<file path="src/hdl/scac_pkg.sv">
package scac_pkg;

  localparam int DEF_MAX_WIDTH  = 1024;
  localparam int DEF_MAX_HEIGHT = 1024;

  localparam int CFG_IDX_W  = 1;
  localparam int CFG_DATA_W = 11;

  localparam logic [CFG_IDX_W-1:0]  REG_FRAME_WIDTH  = 1'b0;
  localparam logic [CFG_IDX_W-1:0]  REG_FRAME_HEIGHT = 1'b1;
  localparam logic [CFG_DATA_W-1:0] FRAME_DIM_RST    = 11'd1024;

  localparam logic [1:0] OP_BLEND = 2'd0;
  localparam logic [1:0] OP_READ  = 2'd1;
  localparam logic [1:0] OP_CLEAR = 2'd2;

  typedef struct packed {
    logic capture;
    logic locate;
    logic mem_rd;
    logic mix;
    logic commit;
    logic clr_step;
  } scac_cmd_t;

  typedef struct packed {
    logic clr_last;
    logic is_read;
  } scac_sts_t;

  // floor(x/255) for x <= 65025
  function automatic logic [7:0] div255(input logic [15:0] x);
    logic [16:0] t;
    t = {1'b0, x} + 17'd1 + {9'd0, x[15:8]};
    return t[15:8];
  endfunction

endpackage

</file>
<file path="src/hdl/scac_ctrl.sv">
module scac_ctrl
  import scac_pkg::*;
(
  input  logic      clk,
  input  logic      rst_n,
  input  logic      in_valid,
  output logic      in_ready,
  output logic      out_valid,
  input  logic      out_ready,
  input  scac_sts_t sts,
  output scac_cmd_t cmd
);

  localparam logic [2:0] ST_CLEAR  = 3'd0;
  localparam logic [2:0] ST_IDLE   = 3'd1;
  localparam logic [2:0] ST_LOC    = 3'd2;
  localparam logic [2:0] ST_READ   = 3'd3;
  localparam logic [2:0] ST_MIX    = 3'd4;
  localparam logic [2:0] ST_COMMIT = 3'd5;

  logic [2:0] state_r, state_nxt;
  logic       out_valid_r, out_valid_nxt;

  always_comb begin
    state_nxt = state_r;
    cmd       = '0;
    in_ready  = 1'b0;
    case (state_r)
      ST_CLEAR: begin
        cmd.clr_step = 1'b1;
        if (sts.clr_last) state_nxt = ST_IDLE;
      end
      ST_IDLE: begin
        in_ready = 1'b1;
        if (in_valid) begin
          cmd.capture = 1'b1;
          state_nxt   = ST_LOC;
        end
      end
      ST_LOC: begin
        cmd.locate = 1'b1;
        state_nxt  = ST_READ;
      end
      ST_READ: begin
        cmd.mem_rd = 1'b1;
        state_nxt  = ST_MIX;
      end
      ST_MIX: begin
        cmd.mix   = 1'b1;
        state_nxt = ST_COMMIT;
      end
      ST_COMMIT: begin
        // a read result waits while the output register still holds one
        if (!(sts.is_read && out_valid_r && !out_ready)) begin
          cmd.commit = 1'b1;
          state_nxt  = ST_IDLE;
        end
      end
      default: state_nxt = ST_IDLE;
    endcase
  end

  always_comb begin
    out_valid_nxt = out_valid_r;
    if (out_valid_r && out_ready) out_valid_nxt = 1'b0;
    if (cmd.commit && sts.is_read) out_valid_nxt = 1'b1;
  end

  always_ff @(posedge clk) begin
    if (!rst_n) begin
      state_r     <= ST_CLEAR;
      out_valid_r <= 1'b0;
    end else begin
      state_r     <= state_nxt;
      out_valid_r <= out_valid_nxt;
    end
  end

  assign out_valid = out_valid_r;

endmodule

</file>
<file path="config.mk">
export PLATFORM = sky130hd
export DESIGN_NAME = scac_ctrl
export DESIGN_NICKNAME = d
export VERILOG_FILES = /design/src/hdl/scac_pkg.sv /design/src/hdl/scac_ctrl.sv
export SDC_FILE = /design/constraint.sdc
export NUM_CORES = 1
export LEC_CHECK = 0
export ABC_CLOCK_PERIOD_IN_PS = 1800
export BUFFER_PORTS_ARGS = -buffer_cell sky130_fd_sc_hd__buf_2
export CORE_AREA = 2 2 39 41
export DETAILED_ROUTE_END_ITERATION = 12
export DIE_AREA = 0 0 41 43
export PLACE_DENSITY = 0.39
export SYNTH_ARGS = -nofsm -noshare
export SYNTH_HDL_FRONTEND = slang
export SYNTH_SLANG_ARGS = --single-unit
</file>
<file path="constraint.sdc">
create_clock -name clk -period 1.8 [get_ports clk]
set_input_delay 0.18 -clock clk [delete_from_list [all_inputs] [get_ports clk]]
set_output_delay 0.18 -clock clk [all_outputs]
set_load 0.05 [all_outputs]
</file>
==> results of run 1 <==
==> flip-flops by register name, indices dropped and copies added, names as in the netlist <==
| signal | flops |
|---|---|
| out_valid | 1 |
| state_r | 3 |
==> layer usage <==
layer,vias up,GRT usage
met5,-,0
met4,0,0.0600
met3,0,0.0314
met2,7,0.0719
met1,101,0.0737
li1,126,-
==> cells in the mapped netlist, drive strengths merged <==
cell    number  share of area
nand2b       2          0.050
o21ai        1          0.020
a21boi       1          0.030
o21a         2          0.060
nor2         1          0.015
nand3        1          0.020
nor3b        3          0.090
mux2i        1          0.040
nand3b       1          0.030
a21oi        1          0.020
and3b        2          0.070
dfxtp        4           0.32
buf          3           0.10
nor3         1          0.020
o31a         1          0.035
and3         1          0.025
nor2b        2          0.050
==> how the worst max path moves through the flow <==
stage	slack [ns]	from	to
6_report	0.31	state_r[2]$_SDFFE_PN0P_	cmd[1]
5_1_grt	0.21	state_r[2]$_SDFFE_PN0P_	cmd[1]
4_1_cts	0.28	state_r[2]$_SDFFE_PN0P_	cmd[1]
3_5_place_dp	0.53	state_r[2]$_SDFFE_PN0P_	cmd[1]
3_3_place_gp	0.58	state_r[2]$_SDFFE_PN0P_	cmd[1]
2_1_floorplan	0.0002	state_r[0]$_SDFFE_PN0P_	cmd[4]
==> area by class of cell <==
type	instances	share of cell area
clock buffers	3	0.0669
multi-input cells	21	0.442
flip-flops and latches	4	0.238
repair buffers	13	0.193
well taps	16	0.0595
==> per-stage QoR <==
stage / hold WS (ns) / instance area, sq um / std cells / power (mW) / setup WS [ns]
finish: 0.197 / 337 / 57 / 0.293 / 0.309
detailed placement: 0.439 / 314 / 54 / 0.188 / 0.534
global placement: 0.439 / 314 / 54 / 0.187 / 0.579
global route: 0.213 / 337 / 57 / 0.313 / 0.212
CTS: 0.192 / 337 / 57 / 0.302 / 0.281
floorplan: 0.297 / 255 / 28 / 0.175 / 0.000218
==> cell families (layout without fill, tap and decap cells) <==
group	count (synthesis)	in the layout	share of synthesized area
AO/OA/AOI/OAI	6	6	0.165
buffers and inverters	3	16	0.105
flip-flops	4	4	0.320
multiplexers	1	1	0.0400
AND/OR/NAND/NOR	14	14	0.370
==> report_power, final <==
part           total (mW)  switching, mW  leakage, nW  internal, mW
logic              0.0798         0.0530        0.117        0.0268
clock network       0.108         0.0333       0.0138        0.0743
registers           0.106         0.0117       0.0327        0.0942
==> critical path, stage by stage, from the launching register on <==
cell     delay (ns)
dfxtp_1        0.45
nor2b_1        0.21
and3_1         0.17
buf_2          0.26
==> run_results.csv, run 1 <==
group,metric,value,unit
outcome,outcome,"completed",
logic_synthesis,ys_seq_area_frac,0.320,
route,wl_met3,59,um
route,drcViolationCount,0,
critical_path,cp_max_fo,9,
logic_synthesis,synth_area,250,sq um
route,via_per_inst,4.11,
global_route,antenna_found_initial,0,
logic_synthesis,syn_nets,34,
critical_path,end_kind,"output pin",
route,met2WireLength,250,um
floorplanning,rows,14,
floorplanning,start_util,0.181,
critical_path,r2r-start,"state_r[0]$_SDFFE_PN0P_",
clock_network,cts_setup_buffers,0,
global_route,grt_pass1_wl,683,um
final_layout,regArea,80.1,sq um
route,dr.pass1.iters,2,
critical_path,arrival,1.31,ns
sta,period_needed,1.49,ns
placement,port_buffers,13,
floorplanning,die_width,41,um
route,maxUsedRoutingLayer,"met3",
final_layout,most-common-layout-cells,"13 x buf_2, 4 x dfxtp_1, 3 x clkbuf_4",
route,wl_met1,174,um
route,routedWlPerCell,8.47,um
route,drt_iter0_markers,4,
route,ant_nets,0,
clock_network,post_cts_resized,0,
logic_synthesis,avgSynthCellArea,8.94,sq um
clock_network,numClockSinks,4,
final_layout,multiInputGateArea,149,sq um
floorplanning,ios,14,
sta,relSlewSlack,0.777,
clock_network,clockBufferDepth,2,
final_layout,layout_commonest_cell,"buf_2",
logic_synthesis,synth_cells,28,
clock_network,hold_buffers,0,
critical_path,r2r_slack,0.75,ns
logic_synthesis,ys_types,18,
power_and_ir_drop,power_leakage,0.164,nW
placement,hpwl,407,um
critical_path,cp-start-kind,"flop",
global_route,grt_overflow,0,
final_layout,final_nets,49,
final_layout,drive_above_1_share,0.415,
critical_path,reg2reg_depth,3,
sta,max_freq,670,MHz
sta,final_hold_viol_count,0,
worst_hold_path,worstHoldEndpoint,"state_r[0]$_SDFFE_PN0P_",
logic_synthesis,ys_warn_count,0,
placement,place_congestion,0.581,
final_layout,syn_to_final_growth,34.5,%
sta,rsz0062_at_grt,"false",
critical_path,cp.required,1.62,ns
logic_synthesis,ys_ff_latch,4,
run,maxCapViolCount,0,
sta,slew_viol_final,0,
clock_network,cts_buffers,3,
final_layout,post-route-util,0.243,
sta,setup-tns-final,0,ns
worst_hold_path,min-delay-start,"rst_n",
clock_network,tritoncts,"done",
critical_path,rr_endpoint,"state_r[0]$_SDFFE_PN0P_",
route,vias,234,
sta,finalClockSkew,0.00569,ns
sta,setup-violations-final,0,
sta,fin_crit_sh,0.829,
clock_network,path_clk_slew,0.04,ns
final_layout,nFillCells,163,
global_route,grt_max_degree,13,
floorplanning,core,0.00138,sq mm
critical_path,worstSetupPathType,"reg -> out",
clock_network,cts_max_level,1,
clock_network,cts_root_buf,"clkbuf_4",
worst_hold_path,worst_hold_path_type,"in -> reg",
route,drt_wl_total,483,um
clock_network,insertion_delay,0.23,ns
worst_hold_path,min_path_cells,2,
global_route,grtUsageTotal,0.0612,
global_route,grt_pass1_vias,183,
power_and_ir_drop,peakVddDrop,0.000199,V
floorplanning,die_area,0.00176,sq mm
final_layout,antenna_cells,0,
power_and_ir_drop,cellPowerDensity,872,mW/mm^2
sta,worst_pin_slew,0.334,ns
floorplanning,dieHeight,43,um
Power figures use the tool's default switching activity.
==> inputs of run 2 (changes only) <==
Settings changed: ABC_CLOCK_PERIOD_IN_PS 1800 to 1550.
Clock period 1.8 ns to 1.55 ns, I/O delays scaled along.
==> run_results.csv, run 2 (synthesis results as in run 1) <==
group,metric,value,unit
outcome,outcome,"completed",
critical_path,r2r-start,"state_r[0]$_SDFFE_PN0P_",
clock_network,cts_root_buf,"clkbuf_4",
placement,dp_cells,54,
global_route,grt_pass1_wl,731,um
sta,slew_viol_final,0,
sta,max_freq,699,MHz
final_layout,largest_reg_flops,3,
placement,place_congestion,0.566,
placement,port_buffers,13,
floorplanning,rows,14,
worst_hold_path,worstHoldEndpoint,"state_r[2]$_SDFFE_PN0P_",
global_route,grt_overflow,0,
sta,fin_ws,0.120,ns
power_and_ir_drop,cellPowerDensity,996,mW/mm^2
power_and_ir_drop,peakVddDrop,0.000265,V
route,drt_wl_total,497,um
global_route,grt_pass1_vias,206,
final_layout,layout_commonest_cell,"buf_2",
floorplanning,ios,14,
global_route,grt_max_degree,13,
worst_hold_path,worst_hold_path_type,"in -> reg",
clock_network,numClockSinks,4,
global_route,grtUsageTotal,0.0693,
global_route,antenna_found_initial,0,
critical_path,arrival,1.28,ns
floorplanning,core,0.00138,sq mm
critical_path,rr_endpoint,"state_r[0]$_SDFFE_PN0P_",
critical_path,r2r_slack,0.47,ns
sta,fin_crit_sh,0.923,
critical_path,cp_max_fo,12,
route,vias,230,
critical_path,max_stage_delay,0.54,ns
critical_path,crit_chain,"and3b_1 -> buf_2",
clock_network,cts_buffers,3,
route,dr.pass1.iters,2,
clock_network,cts_max_level,1,
sta,relSlewSlack,0.749,
final_layout,drive_above_1_share,0.488,
sta,setup-violations-final,0,
final_layout,multiInputGateArea,159,sq um
critical_path,cp_slowest_cell,"dfxtp_1",
worst_hold_path,min-delay-start,"rst_n",
floorplanning,start_util,0.181,
route,via_per_inst,4.04,
route,drt_iter0_markers,2,
clock_network,hold_buffers,0,
clock_network,insertion_delay,0.23,ns
final_layout,antenna_cells,0,
floorplanning,dieHeight,43,um
final_layout,largest_register,"state_r",
final_layout,syn_to_final_growth,39.0,%
run,maxCapViolCount,0,
critical_path,path_buf_inv,1,
final_layout,final_nets,49,
clock_network,clockBufferDepth,2,
floorplanning,die_area,0.00176,sq mm
sta,period_needed,1.43,ns
sta,holdWs,0.171,ns
route,ant_nets,0,
route,drcViolationCount,0,
sta,worst_pin_slew,0.375,ns
floorplanning,die_width,41,um
power_and_ir_drop,power_leakage,0.169,nW
critical_path,worstSetupPathType,"reg -> out",
route,routedWlPerCell,8.72,um
sta,rsz0062_at_grt,"false",
clock_network,tritoncts,"done",
sta,final_hold_viol_count,0,
worst_hold_path,min_path_cells,2,
placement,dp_slack,0.292,ns
critical_path,cp-start-kind,"flop",
clock_network,path_clk_slew,0.04,ns
critical_path,critPathTopFamily,"flip-flops",
critical_path,reg2reg_depth,3,
sta,finalClockSkew,0.000373,ns
final_layout,regArea,81.3,sq um
final_layout,post-route-util,0.251,
sta,setup-tns-final,0,ns
final_layout,most-common-layout-cells,"13 x buf_2, 3 x clkbuf_4, 3 x dfxtp_1",
final_layout,nFillCells,156,
placement,hpwl,405,um
critical_path,cp.required,1.39,ns
final_layout,fin_cells,57,
critical_path,end_kind,"output pin",
[run 2: cell count changes in the layout (fill, tap and decap cells not counted)]
| cell | delta |
|---|---|
| dfxtp_2 | +1 |
| nor3b_1 | -1 |
| dfxtp_1 | -1 |
| nor3b_2 | +1 |
| nor3_2 | +1 |
| nor3_1 | -1 |
[run 2: final cells by class]
cell class | count | area share
multi-input combinational | 21 | 0.457
sequential | 4 | 0.234
timing repair buffer | 13 | 0.187
clock buffer | 3 | 0.0647
tap | 16 | 0.0576
[run 2: worst max-delay path by stage]
stage | start | endpoint | slack [ns] | cells after the start
after floorplan | state_r[1]$_SDFFE_PN0P_ | cmd[2] | 0.19 | 3
after global placement | state_r[2]$_SDFFE_PN0P_ | cmd[1] | 0.33 | 3
after detailed placement | state_r[2]$_SDFFE_PN0P_ | cmd[1] | 0.29 | 3
after CTS | state_r[2]$_SDFFE_PN0P_ | cmd[1] | 0.03 | 3
after global routing | state_r[0]$_SDFFE_PN0P_ | cmd[3] | 0.02 | 2
final | state_r[0]$_SDFFE_PN0P_ | cmd[3] | 0.12 | 2
[run 2: repair_timing]
| action | 4_1_cts | 5_1_grt |
|---|---|---|
| gates resized for setup | 0 | 1 |
| endpoints found under the setup margin | 0 | 1 |
| buffers inserted | 0 | 0 |
| hold endpoints to repair | 0 | 0 |
[run 2: power by group]
part           leakage, nW  switching, mW  internal, mW
registers           0.0332         0.0151         0.110
logic                0.122         0.0615        0.0329
clock network       0.0138         0.0409        0.0865
total                0.169          0.118         0.229
[run 2: metrics by stage]
step	instance area (sq um)	total power, mW
floorplan	265	0.207
global placement	324	0.221
detailed placement	324	0.221
CTS	347	0.357
global route	348	0.368
finish	348	0.346
[run 2: per-layer routing]
layer | track usage | wire length, um | vias to the layer above | part of all wire
met5 | 0 | 0 | - | 0
met4 | 0.100 | 0 | 0 | 0
met3 | 0.0314 | 53 | 0 | 0.11
met2 | 0.0969 | 256 | 7 | 0.52
li1 | - | - | 126 | -
met1 | 0.0547 | 187 | 97 | 0.38
